`config.mk`:
```
export PLATFORM = sky130hd
export DESIGN_NAME = round_robin_task_scheduler_unit
export DESIGN_NICKNAME = d
export VERILOG_FILES = /design/src/hdl/rrts_pkg.sv /design/src/hdl/rrts_ctrl.sv /design/src/hdl/rrts_dp.sv /design/src/hdl/round_robin_task_scheduler_unit.sv
export VERILOG_INCLUDE_DIRS = /design/src /design/src/hdl
export SDC_FILE = /design/constraint.sdc
export NUM_CORES = 1
export LEC_CHECK = 0
export BUFFER_PORTS_ARGS = -buffer_cell sky130_fd_sc_hd__buf_4
export CAP_MARGIN = 15
export CORE_MARGIN = 4
export CORE_UTILIZATION = 62
export DETAILED_ROUTE_END_ITERATION = 10
export PLACE_DENSITY_LB_ADDON = 0.12
export SETUP_SLACK_MARGIN = 0.15
export SYNTH_ARGS = -nofsm -noshare
export SYNTH_HDL_FRONTEND = slang
export SYNTH_SLANG_ARGS = --single-unit
```
`constraint.sdc`:
```
create_clock -name clk -period 4.7 [get_ports clk]
set_input_delay 0.235 -clock clk [delete_from_list [all_inputs] [get_ports clk]]
set_output_delay 0.235 -clock clk [all_outputs]
set_load 0.1 [all_outputs]
```
`src/hdl/assert_macros.svh`:
```
// Assertion helpers shared by the scheduler RTL.
`ifndef ASSERT_MACROS_SVH
`define ASSERT_MACROS_SVH

// Same-cycle implication, checked out of reset.
`define ASSERT_IMPL(lbl, clk, rstn, ante, cons) \
    lbl: assert property (@(posedge clk) disable iff (!rstn) (ante) |-> (cons)) \
        else $error("scheduler check failed: same-cycle implication");

// Next-cycle implication, checked out of reset.
`define ASSERT_NEXT(lbl, clk, rstn, ante, cons) \
    lbl: assert property (@(posedge clk) disable iff (!rstn) (ante) |=> (cons)) \
        else $error("scheduler check failed: next-cycle implication");

`endif

```
`src/hdl/rrts_pkg.sv`:
```
// ----------------------------------------------------------------------------
// rrts_pkg
// Shared types, codes and helpers of the round-robin task scheduler.
// ----------------------------------------------------------------------------
`timescale 1ns / 1ps
`default_nettype none

package rrts_pkg;

    localparam int MAX_TASKS = 16;
    localparam int SLOT_W    = $clog2(MAX_TASKS);
    localparam int COUNT_W   = $clog2(MAX_TASKS + 1);
    localparam int SUM_W     = COUNT_W + 1;
    localparam int TASK_W    = 4;
    localparam int MODE_W    = 3;
    localparam int SP_W      = 32;
    localparam int ERR_W     = 2;

    // event codes
    localparam logic [MODE_W-1:0] MODE_SWITCH = 3'd0;
    localparam logic [MODE_W-1:0] MODE_SPAWN  = 3'd1;
    localparam logic [MODE_W-1:0] MODE_WAKEUP = 3'd2;
    localparam logic [MODE_W-1:0] MODE_WAIT   = 3'd3;
    localparam logic [MODE_W-1:0] MODE_FINISH = 3'd4;
    localparam logic [MODE_W-1:0] MODE_REAP   = 3'd5;

    // error codes
    localparam logic [ERR_W-1:0] ERR_OK         = 2'd0;
    localparam logic [ERR_W-1:0] ERR_NULL_STACK = 2'd1;
    localparam logic [ERR_W-1:0] ERR_BAD_SLOT   = 2'd2;
    localparam logic [ERR_W-1:0] ERR_NOT_WAIT   = 2'd3;

    typedef enum logic [1:0] {
        TS_FREE     = 2'd0,
        TS_RUNNING  = 2'd1,
        TS_WAITING  = 2'd2,
        TS_FINISHED = 2'd3
    } task_state_t;

    typedef enum logic [1:0] {
        KIND_NONE = 2'd0,
        KIND_TASK = 2'd1,
        KIND_IDLE = 2'd2
    } cur_kind_t;

    typedef struct packed {
        logic [MODE_W-1:0] mode;
        logic [TASK_W-1:0] task_id;
        logic [SP_W-1:0]   stack_pointer;
    } sched_in_t;

    typedef struct packed {
        logic [TASK_W-1:0] current_task;
        logic              idle_selected;
        logic [SP_W-1:0]   next_stack_pointer;
        logic              reaped_valid;
        logic [TASK_W-1:0] reaped_task;
        logic [ERR_W-1:0]  error;
    } sched_out_t;

    // controller -> datapath
    typedef struct packed {
        logic load_in;
        logic execute;
        logic load_out;
    } ctrl_cmd_t;

    function automatic logic [SLOT_W-1:0] slot_inc(input logic [SLOT_W-1:0] s);
        if (s == SLOT_W'(MAX_TASKS - 1))
            return '0;
        return s + SLOT_W'(1);
    endfunction

    function automatic logic [SLOT_W-1:0] slot_dec(input logic [SLOT_W-1:0] s);
        if (s == '0)
            return SLOT_W'(MAX_TASKS - 1);
        return s - SLOT_W'(1);
    endfunction

endpackage

`default_nettype wire

```
`src/hdl/rrts_ctrl.sv`:
```
// ----------------------------------------------------------------------------
// rrts_ctrl
// Event sequencer: accept, execute, deliver; owns the result valid flag.
// ----------------------------------------------------------------------------
`timescale 1ns / 1ps
`default_nettype none
`include "assert_macros.svh"

module rrts_ctrl (
    input  wire logic              clk,
    input  wire logic              rst_n,
    input  wire logic              in_valid,
    output logic                   in_ready,
    output logic                   out_valid,
    input  wire logic              out_ready,
    output rrts_pkg::ctrl_cmd_t    cmd
);
    import rrts_pkg::*;

    typedef enum logic [2:0] {
        ST_IDLE = 3'b001,
        ST_EXEC = 3'b010,
        ST_FIN  = 3'b100
    } ctrl_state_t;

    ctrl_state_t state_reg, state_next;
    logic        out_valid_reg, out_valid_next;
    logic        out_free;

    assign out_free = !out_valid_reg || out_ready;

    always_comb
    begin
        in_ready     = (state_reg == ST_IDLE) || ((state_reg == ST_FIN) && out_free);
        cmd.load_in  = in_valid && in_ready;
        cmd.execute  = (state_reg == ST_EXEC);
        cmd.load_out = (state_reg == ST_FIN) && out_free;
    end

    always_comb
    begin
        state_next = state_reg;
        case (state_reg)
            ST_IDLE:
            begin
                if (in_valid)
                    state_next = ST_EXEC;
            end
            ST_EXEC:
            begin
                state_next = ST_FIN;
            end
            ST_FIN:
            begin
                if (out_free)
                    state_next = in_valid ? ST_EXEC : ST_IDLE;
            end
            default:
            begin
                state_next = ST_IDLE;
            end
        endcase
    end

    always_comb
    begin
        if (cmd.load_out)
            out_valid_next = 1'b1;
        else if (out_ready)
            out_valid_next = 1'b0;
        else
            out_valid_next = out_valid_reg;
    end

    always_ff @(posedge clk or negedge rst_n)
    begin
        if (!rst_n)
        begin
            state_reg     <= ST_IDLE;
            out_valid_reg <= 1'b0;
        end
        else
        begin
            state_reg     <= state_next;
            out_valid_reg <= out_valid_next;
        end
    end

    assign out_valid = out_valid_reg;

    `ASSERT_NEXT(a_exec_to_fin, clk, rst_n, state_reg == ST_EXEC, state_reg == ST_FIN)
    `ASSERT_NEXT(a_result_posted, clk, rst_n, cmd.load_out, out_valid_reg)

endmodule

`default_nettype wire

```
`src/hdl/rrts_dp.sv`:
```
// ----------------------------------------------------------------------------
// rrts_dp
// Scheduler state: task tables, run deque, dead stack and result register.
// ----------------------------------------------------------------------------
`timescale 1ns / 1ps
`default_nettype none
`include "assert_macros.svh"

module rrts_dp (
    input  wire logic                  clk,
    input  wire logic                  rst_n,
    input  wire rrts_pkg::ctrl_cmd_t   cmd,
    input  wire rrts_pkg::sched_in_t   in_data,
    input  wire logic                  cfg_we,
    input  wire logic [31:0]           cfg_wdata,
    output rrts_pkg::sched_out_t       out_data
);
    import rrts_pkg::*;

    // latched event
    logic [MODE_W-1:0] mode_reg;
    logic [TASK_W-1:0] id_reg;
    logic [SP_W-1:0]   sp_reg;

    // architectural state
    task_state_t        states_reg [MAX_TASKS];
    task_state_t        states_next [MAX_TASKS];
    logic [SLOT_W-1:0]  head_reg, head_next;
    logic [COUNT_W-1:0] count_reg, count_next;
    logic [COUNT_W-1:0] dead_count_reg, dead_count_next;
    logic [SLOT_W-1:0]  cur_reg, cur_next;
    cur_kind_t          kind_reg, kind_next;
    logic [SP_W-1:0]    idle_sp_reg, idle_sp_next;

    // storage without reset
    logic [SP_W-1:0]   stacks_mem [MAX_TASKS];
    logic [SLOT_W-1:0] deque_mem  [MAX_TASKS];
    logic [SLOT_W-1:0] dead_mem   [MAX_TASKS];

    // write / read controls
    logic              stack_we;
    logic [SLOT_W-1:0] stack_waddr;
    logic [SLOT_W-1:0] stack_raddr;
    logic              deque_we;
    logic [SLOT_W-1:0] deque_waddr;
    logic [SLOT_W-1:0] deque_wdata;
    logic              dead_we;

    logic [SP_W-1:0]   stack_rd_reg;
    logic [SLOT_W-1:0] deque_rd_reg;
    logic [SLOT_W-1:0] dead_rd_reg;
    logic              use_mem_reg, use_mem_next;
    logic              bypass_reg, bypass_next;
    sched_out_t        pend_reg, pend_next;
    sched_out_t        out_reg, out_next;

    // helpers
    logic [SLOT_W-1:0] ids;
    logic              id_ok;
    logic              cur_running;
    logic              pushed;
    logic [SLOT_W-1:0] nxt;
    logic [SUM_W-1:0]  tail_sum;
    logic [SLOT_W-1:0] tail;
    logic [SLOT_W-1:0] head_dec;
    logic [COUNT_W-1:0] dead_top;
    logic              deque_full;
    logic [ERR_W-1:0]  err;
    logic              reaped_v;
    logic [SLOT_W-1:0] reaped;
    logic [SP_W-1:0]   nsp;

    assign ids         = SLOT_W'(id_reg);
    assign id_ok       = 32'(id_reg) < 32'(MAX_TASKS);
    assign cur_running = (kind_reg == KIND_TASK) && (states_reg[cur_reg] == TS_RUNNING);
    assign deque_full  = count_reg >= COUNT_W'(MAX_TASKS);
    assign head_dec    = slot_dec(head_reg);
    assign dead_top    = dead_count_reg - COUNT_W'(1);

    always_comb
    begin
        tail_sum = SUM_W'(head_reg) + SUM_W'(count_reg);
        if (tail_sum >= SUM_W'(MAX_TASKS))
            tail_sum = tail_sum - SUM_W'(MAX_TASKS);
    end
    assign tail = tail_sum[SLOT_W-1:0];

    always_comb
    begin
        states_next     = states_reg;
        head_next       = head_reg;
        count_next      = count_reg;
        dead_count_next = dead_count_reg;
        cur_next        = cur_reg;
        kind_next       = kind_reg;
        idle_sp_next    = idle_sp_reg;
        stack_we        = 1'b0;
        stack_waddr     = cur_reg;
        stack_raddr     = cur_reg;
        deque_we        = 1'b0;
        deque_waddr     = tail;
        deque_wdata     = cur_reg;
        dead_we         = 1'b0;
        pushed          = 1'b0;
        nxt             = cur_reg;
        use_mem_next    = 1'b0;
        bypass_next     = 1'b0;
        err             = ERR_OK;
        reaped_v        = 1'b0;
        reaped          = '0;
        nsp             = '0;

        case (mode_reg)
            MODE_SWITCH:
            begin
                if ((kind_reg != KIND_NONE) && (sp_reg == '0))
                begin
                    err = ERR_NULL_STACK;
                end
                else
                begin
                    if (kind_reg == KIND_TASK)
                    begin
                        stack_we = 1'b1;
                        // preempted task goes to the back
                        if ((states_reg[cur_reg] == TS_RUNNING) && !deque_full)
                        begin
                            deque_we = 1'b1;
                            pushed   = 1'b1;
                        end
                    end
                    else if (kind_reg == KIND_IDLE)
                    begin
                        idle_sp_next = sp_reg;
                    end

                    if ((count_reg != '0) || pushed)
                    begin
                        nxt          = (count_reg != '0) ? deque_rd_reg : cur_reg;
                        head_next    = slot_inc(head_reg);
                        count_next   = pushed ? count_reg : count_reg - COUNT_W'(1);
                        cur_next     = nxt;
                        kind_next    = KIND_TASK;
                        stack_raddr  = nxt;
                        use_mem_next = 1'b1;
                        // stack written this cycle is the one picked
                        bypass_next  = (kind_reg == KIND_TASK) && (nxt == cur_reg);
                    end
                    else
                    begin
                        kind_next = KIND_IDLE;
                        nsp       = (kind_reg == KIND_IDLE) ? sp_reg : idle_sp_reg;
                    end
                end
            end
            MODE_SPAWN:
            begin
                if (!id_ok || (states_reg[ids] != TS_FREE) ||
                    ((kind_reg == KIND_TASK) && (cur_reg == ids)) || deque_full)
                begin
                    err = ERR_BAD_SLOT;
                end
                else
                begin
                    stack_we         = 1'b1;
                    stack_waddr      = ids;
                    states_next[ids] = TS_RUNNING;
                    head_next        = head_dec;
                    deque_we         = 1'b1;
                    deque_waddr      = head_dec;
                    deque_wdata      = ids;
                    count_next       = count_reg + COUNT_W'(1);
                end
            end
            MODE_WAKEUP:
            begin
                if (!id_ok)
                    err = ERR_BAD_SLOT;
                else if (states_reg[ids] != TS_WAITING)
                    err = ERR_NOT_WAIT;
                else if ((kind_reg == KIND_TASK) && (cur_reg == ids))
                    states_next[ids] = TS_RUNNING;
                else if (!deque_full)
                begin
                    states_next[ids] = TS_RUNNING;
                    head_next        = head_dec;
                    deque_we         = 1'b1;
                    deque_waddr      = head_dec;
                    deque_wdata      = ids;
                    count_next       = count_reg + COUNT_W'(1);
                end
                else
                    err = ERR_BAD_SLOT;
            end
            MODE_WAIT:
            begin
                if (!cur_running)
                    err = ERR_BAD_SLOT;
                else
                    states_next[cur_reg] = TS_WAITING;
            end
            MODE_FINISH:
            begin
                if (!cur_running || (dead_count_reg >= COUNT_W'(MAX_TASKS)))
                    err = ERR_BAD_SLOT;
                else
                begin
                    dead_we              = 1'b1;
                    dead_count_next      = dead_count_reg + COUNT_W'(1);
                    states_next[cur_reg] = TS_FINISHED;
                end
            end
            MODE_REAP:
            begin
                if (dead_count_reg != '0)
                begin
                    reaped              = dead_rd_reg;
                    reaped_v            = 1'b1;
                    dead_count_next     = dead_top;
                    states_next[reaped] = TS_FREE;
                end
            end
            default:
            begin
                err = ERR_OK;
            end
        endcase

        pend_next.current_task       = (kind_next == KIND_TASK) ? TASK_W'(cur_next) : '0;
        pend_next.idle_selected      = (kind_next == KIND_IDLE);
        pend_next.next_stack_pointer = nsp;
        pend_next.reaped_valid       = reaped_v;
        pend_next.reaped_task        = TASK_W'(reaped);
        pend_next.error              = err;
    end

    // result word, picked stack merged in
    always_comb
    begin
        out_next = pend_reg;
        if (use_mem_reg)
            out_next.next_stack_pointer = bypass_reg ? sp_reg : stack_rd_reg;
    end

    // control state
    always_ff @(posedge clk or negedge rst_n)
    begin
        if (!rst_n)
        begin
            for (int i = 0; i < MAX_TASKS; i++)
                states_reg[i] <= TS_FREE;
            head_reg       <= '0;
            count_reg      <= '0;
            dead_count_reg <= '0;
            cur_reg        <= '0;
            kind_reg       <= KIND_NONE;
            idle_sp_reg    <= '0;
        end
        else
        begin
            if (cmd.execute)
            begin
                states_reg     <= states_next;
                head_reg       <= head_next;
                count_reg      <= count_next;
                dead_count_reg <= dead_count_next;
                cur_reg        <= cur_next;
                kind_reg       <= kind_next;
            end
            if (cfg_we)
                idle_sp_reg <= cfg_wdata;
            else if (cmd.execute)
                idle_sp_reg <= idle_sp_next;
        end
    end

    // tables and payload
    always_ff @(posedge clk)
    begin
        if (cmd.load_in)
        begin
            mode_reg     <= in_data.mode;
            id_reg       <= in_data.task_id;
            sp_reg       <= in_data.stack_pointer;
            // deque head and dead-stack top are stable until execute
            deque_rd_reg <= deque_mem[head_reg];
            dead_rd_reg  <= dead_mem[dead_top[SLOT_W-1:0]];
        end
        if (cmd.execute)
        begin
            if (stack_we)
                stacks_mem[stack_waddr] <= sp_reg;
            stack_rd_reg <= stacks_mem[stack_raddr];
            if (deque_we)
                deque_mem[deque_waddr] <= deque_wdata;
            if (dead_we)
                dead_mem[dead_count_reg[SLOT_W-1:0]] <= cur_reg;
            pend_reg    <= pend_next;
            use_mem_reg <= use_mem_next;
            bypass_reg  <= bypass_next;
        end
        if (cmd.load_out)
            out_reg <= out_next;
    end

    assign out_data = out_reg;

    `ASSERT_IMPL(a_run_count_max, clk, rst_n, 1'b1, count_reg <= COUNT_W'(MAX_TASKS))
    `ASSERT_IMPL(a_dead_count_max, clk, rst_n, 1'b1, dead_count_reg <= COUNT_W'(MAX_TASKS))

endmodule

`default_nettype wire

```
`src/hdl/round_robin_task_scheduler_unit.sv`:
```
// ----------------------------------------------------------------------------
// round_robin_task_scheduler_unit
// Round-robin task scheduler with run deque, dead stack and idle fallback.
// ----------------------------------------------------------------------------
// An accepted input transaction is executed, then its result is written to the
//   result register in finish, which raises out_valid. No new event is taken
//   during execute; the next one is accepted in finish once the result register is free.
// An untaken result holds the next event in finish, with in_ready low.
// Reset (rst_n, async): all slots free, deque and dead stack empty, nothing
//   current, idle stack pointer zero. Stack table contents stay undefined.
`timescale 1ns / 1ps
`default_nettype none

module round_robin_task_scheduler_unit (
    input  wire logic                  clk,
    input  wire logic                  rst_n,
    // event transactions
    input  wire logic                  in_valid,
    output logic                       in_ready,
    input  wire rrts_pkg::sched_in_t   in_data,
    // result transactions
    output logic                       out_valid,
    input  wire logic                  out_ready,
    output rrts_pkg::sched_out_t       out_data,
    // idle stack pointer register
    input  wire logic                  cfg_we,
    input  wire logic [31:0]           cfg_wdata
);
    import rrts_pkg::*;

    ctrl_cmd_t cmd;

    // Sequencer: idle -> execute -> finish; finish overlaps the next accept
    // when the result register is free.
    rrts_ctrl u_ctrl (
        .clk       (clk),
        .rst_n     (rst_n),
        .in_valid  (in_valid),
        .in_ready  (in_ready),
        .out_valid (out_valid),
        .out_ready (out_ready),
        .cmd       (cmd)
    );

    // Datapath: task state table, saved stacks, run deque (front push for
    // spawn/wakeup, back push for preemption), LIFO of finished tasks.
    rrts_dp u_dp (
        .clk       (clk),
        .rst_n     (rst_n),
        .cmd       (cmd),
        .in_data   (in_data),
        .cfg_we    (cfg_we),
        .cfg_wdata (cfg_wdata),
        .out_data  (out_data)
    );

endmodule

`default_nettype wire
```
==> summary.md <==
| Metric | Value |
|---|---|
| Cells after Synth | `approximately 2.5k` |
| Critical path class | `flop to flop` |
| Avg Inst Size Synth | `15.2 um^2` |
| CTS H-Tree Depth | `3` |
| Fin crit share | `between 90% and 100%` |
| Crit path max fanout | `29` |
| Slew Limit Fails | `0` |
| Syn nets | `2543` |
| Synthesized area | `between 30000 and 40000 um^2` |
| Largest net degree at the start of global routing | `65` |
| Max reg flops | `512` |
| Root Buffer | `clkbuf_16` |
| Peak supply drop | `0.627 mV` |
| Top cells by area, synth | `edfxtp_1 (65%), mux2i_1 (9.2%), dfrtp_1 (5.8%), mux4_2 (3.0%), o22ai_1 (2.2%)` |
| Share of cells above drive strength 1 | `17.5%` |
| Endpoint class of the critical path | `flop` |
| Post-Place Setup Slack | `roughly 0.37 ns` |
| RSZ-0062 raised after global routing | `no` |
| Dpl hpwl | `56.5 mm` |
| Clock Tree Buf Depth | `3` |
| Worst hold slack | `0.160 ns` |
| Core Rows | `89` |
| Clock skew | `0.0451 ns` |
| Synth async-reset ratio | `9.81%` |
| Clock-pin slew on the worst setup and hold paths | `0.06 ns` |
| Placed Cells | `3316` |
| Yosys top cell area share | `65.0%` |
| Vias in the first global route | `23.5k` |
| Maxcap violations | `0` |
| Critical Path AT | `4.85 ns` |
| Slew @ Worst Pin | `1.27 ns` |
| Area of placed instances | `40100 um^2` |
| Fin cells | `3559` |
| Die Ht | `roughly 250 um` |
| Chip width | `around 250 um` |
| CTS tree | `done` |
| # fillers | `3587` |
| Lkg Pwr | `16.5 nW` |
| Overall Global Routing Usage | `between 30% and 40%` |
| Status | `completed` |
| Minimum clock period | `~4.5 ns` |
| Most frequent cells in the layout | `edfxtp_1 (809), mux2i_1 (337), buf_4 (206)` |
| Final core occ | `74.1%` |
| Number of enable flip-flop cells after synthesis | `809` |
| Layout Nets | `around 2.8k` |
| Pre-Repair DR Iteration Count | `6` |
| Slew headroom | `15.4%` |
| Avg WL per Cell | `roughly 27 um` |
| Gpl congestion | `1.02` |
| Most flops, register | `u_dp.stacks_mem` |
| Full die area | `around 64000 um^2` |
| Critical Path Source Type | `flop` |
| Top_reg_cell synth | `edfxtp_1` |
| Power, Total | `23.4 mW` |
| Routed vias | `23.4k` |
| Critical Path RT | `5.08 ns` |
| Final WL | `97.4 mm` |
| Port-buffer cells | `121` |
| Setup violators final | `0` |
| Synthesis-to-finish area growth | `17.6%` |
| Register area share after synthesis | `a little under three quarters` |
| Antenna cells | `0` |
| Post-route cell area | `44000 um^2` |
| Setup ws final | `~0.23 ns` |
| First-pass GRT wire length | `roughly 150 mm` |
| Post-DRT Antenna Nets | `0` |
| Hold crit path type | `primary input to flop` |
| Most frequent CP cell | `buf_12` |
| Clk_lat worst skew | `0.65 ns` |
| Yosys cell types | `67` |
| Final Hold Viols | `0` |
| Cell Chain, Critical Path | `nor4_1, nand3_1, o31a_1, a311oi_4, buf_12, buf_12, mux2i_1, o22ai_1, or4_1` |
| CP max stage delay | `1.05 ns` |
| Via-to-Cell Ratio | `6.56` |
| Cell taking the most area after synthesis | `edfxtp_1` |
| Post_cts resized | `0` |
| Drt drc | `0` |
| Starting Density | `approximately 63%` |
| Most common cell after layout, fill and taps aside | `edfxtp_1` |
| Synth warn | `0` |
| Setup TNS | `0 ns` |
| Initial antenna violation count | `0` |
| P per Cell Area | `532 nW/um^2` |
| FF+latch count, synth | `between 800 and 900` |
| Core Region | `~59000 um^2` |
| FMAX | `0.224 GHz` |
| Slowest stage cell, crit path | `nor4_1` |
| CTS Buf Count | `90` |
| GR Overflow Total | `0` |
| DR iter-0 viols | `approximately 2.6k` |
| IO Pins | `roughly 120` |
| CTS sink count | `897` |
## power by group
group | internal [mW] | switching [mW] | total (mW)
clock | 4.43 | 2.95 | 7.38
combinational | 2.23 | 3.50 | 5.74
sequential | 9.62 | 0.651 | 10.3
total | 16.3 | 7.11 | 23.4
## Yosys cell counts (all sizes together) (34+ instances only)
library cell  count
o22ai           129
edfxtp          809
dfrtp            87
or4              34
a21oi           130
buf              65
o21ai           102
nor2            159
mux2i           342
nand2           160
clkbuf           81
mux4             50
## routing by layer
metal	share of wire [%]	global-route usage [%]	up-vias
met1	39	42.7	11766
li1	-	-	10053
met5	0	0	-
met3	9.2	4.45	228
met2	49	49.6	1315
met4	3.0	10.4	0
## final cells by class
cell class	count	area [um^2]	area share, %
multi-input combinational	1394	10500	23.8
timing repair buffer	311	2890	6.57
sequential	897	26500	60.3
clock buffer	119	2520	5.72
inverter	16	62.6	0.142
clock inverter	49	568	1.29
tap	773	967	2.20
## worst max-delay path: cells and delay by family, from the launching register on
| family | cells | cell delay, ns |
|---|---|---|
| AOI/OAI and AO/OA | 3 | 0.92 |
| buffers and inverters | 2 | 0.53 |
| and+or+nand+nor | 3 | 1.99 |
| DFF | 1 | 0.43 |
| muxes | 1 | 0.29 |
## worst paths after layout
path                                                      from                                to  slack, ns  depth (start not counted)
worst min register to register  u_dp.out_next[6]$_SDFFCE_PN0N_        u_dp.out_data[6]$_DFFE_PP_       0.42                          0
worst max register to register       u_dp.sp_reg[12]$_DFFE_PP_   u_dp.stack_rd_reg[16]$_DFFE_PN_       0.23                          9
min in group asynchronous                                rst_n      u_dp.head_reg[0]$_DFFE_PN0P_       0.32                          2
worst max-delay path                 u_dp.sp_reg[12]$_DFFE_PP_   u_dp.stack_rd_reg[16]$_DFFE_PN_       0.23                          9
max in group asynchronous                                rst_n   u_dp.states_reg[28]$_DFFE_PN0P_       3.20                          3
worst min-delay path                                    cfg_we  u_dp.idle_sp_reg[10]$_DFFE_PN0P_       0.16                          3
## cells by family (layout without fill, tap and decap cells)
logic type / count (synthesis) / count (layout) / share of synthesized area, %
flip-flops: 897 / 897 / 70.9
XOR/XNOR: 25 / 25 / 0.586
buffers and inverters: 162 / 495 / 1.83
multiplexers: 407 / 407 / 12.6
AO/OA/AOI/OAI: 457 / 457 / 7.36
adder cells (fa/ha/maj): 14 / 14 / 0.509
AND/OR/NAND/NOR: 491 / 491 / 6.22
## repair_timing
action,in CTS,in global routing
endpoints found under the hold margin,132,0
hold buffers,74,0
setup endpoints to repair,0,0
buffers inserted,0,0
Power figures use the tool's default switching activity.
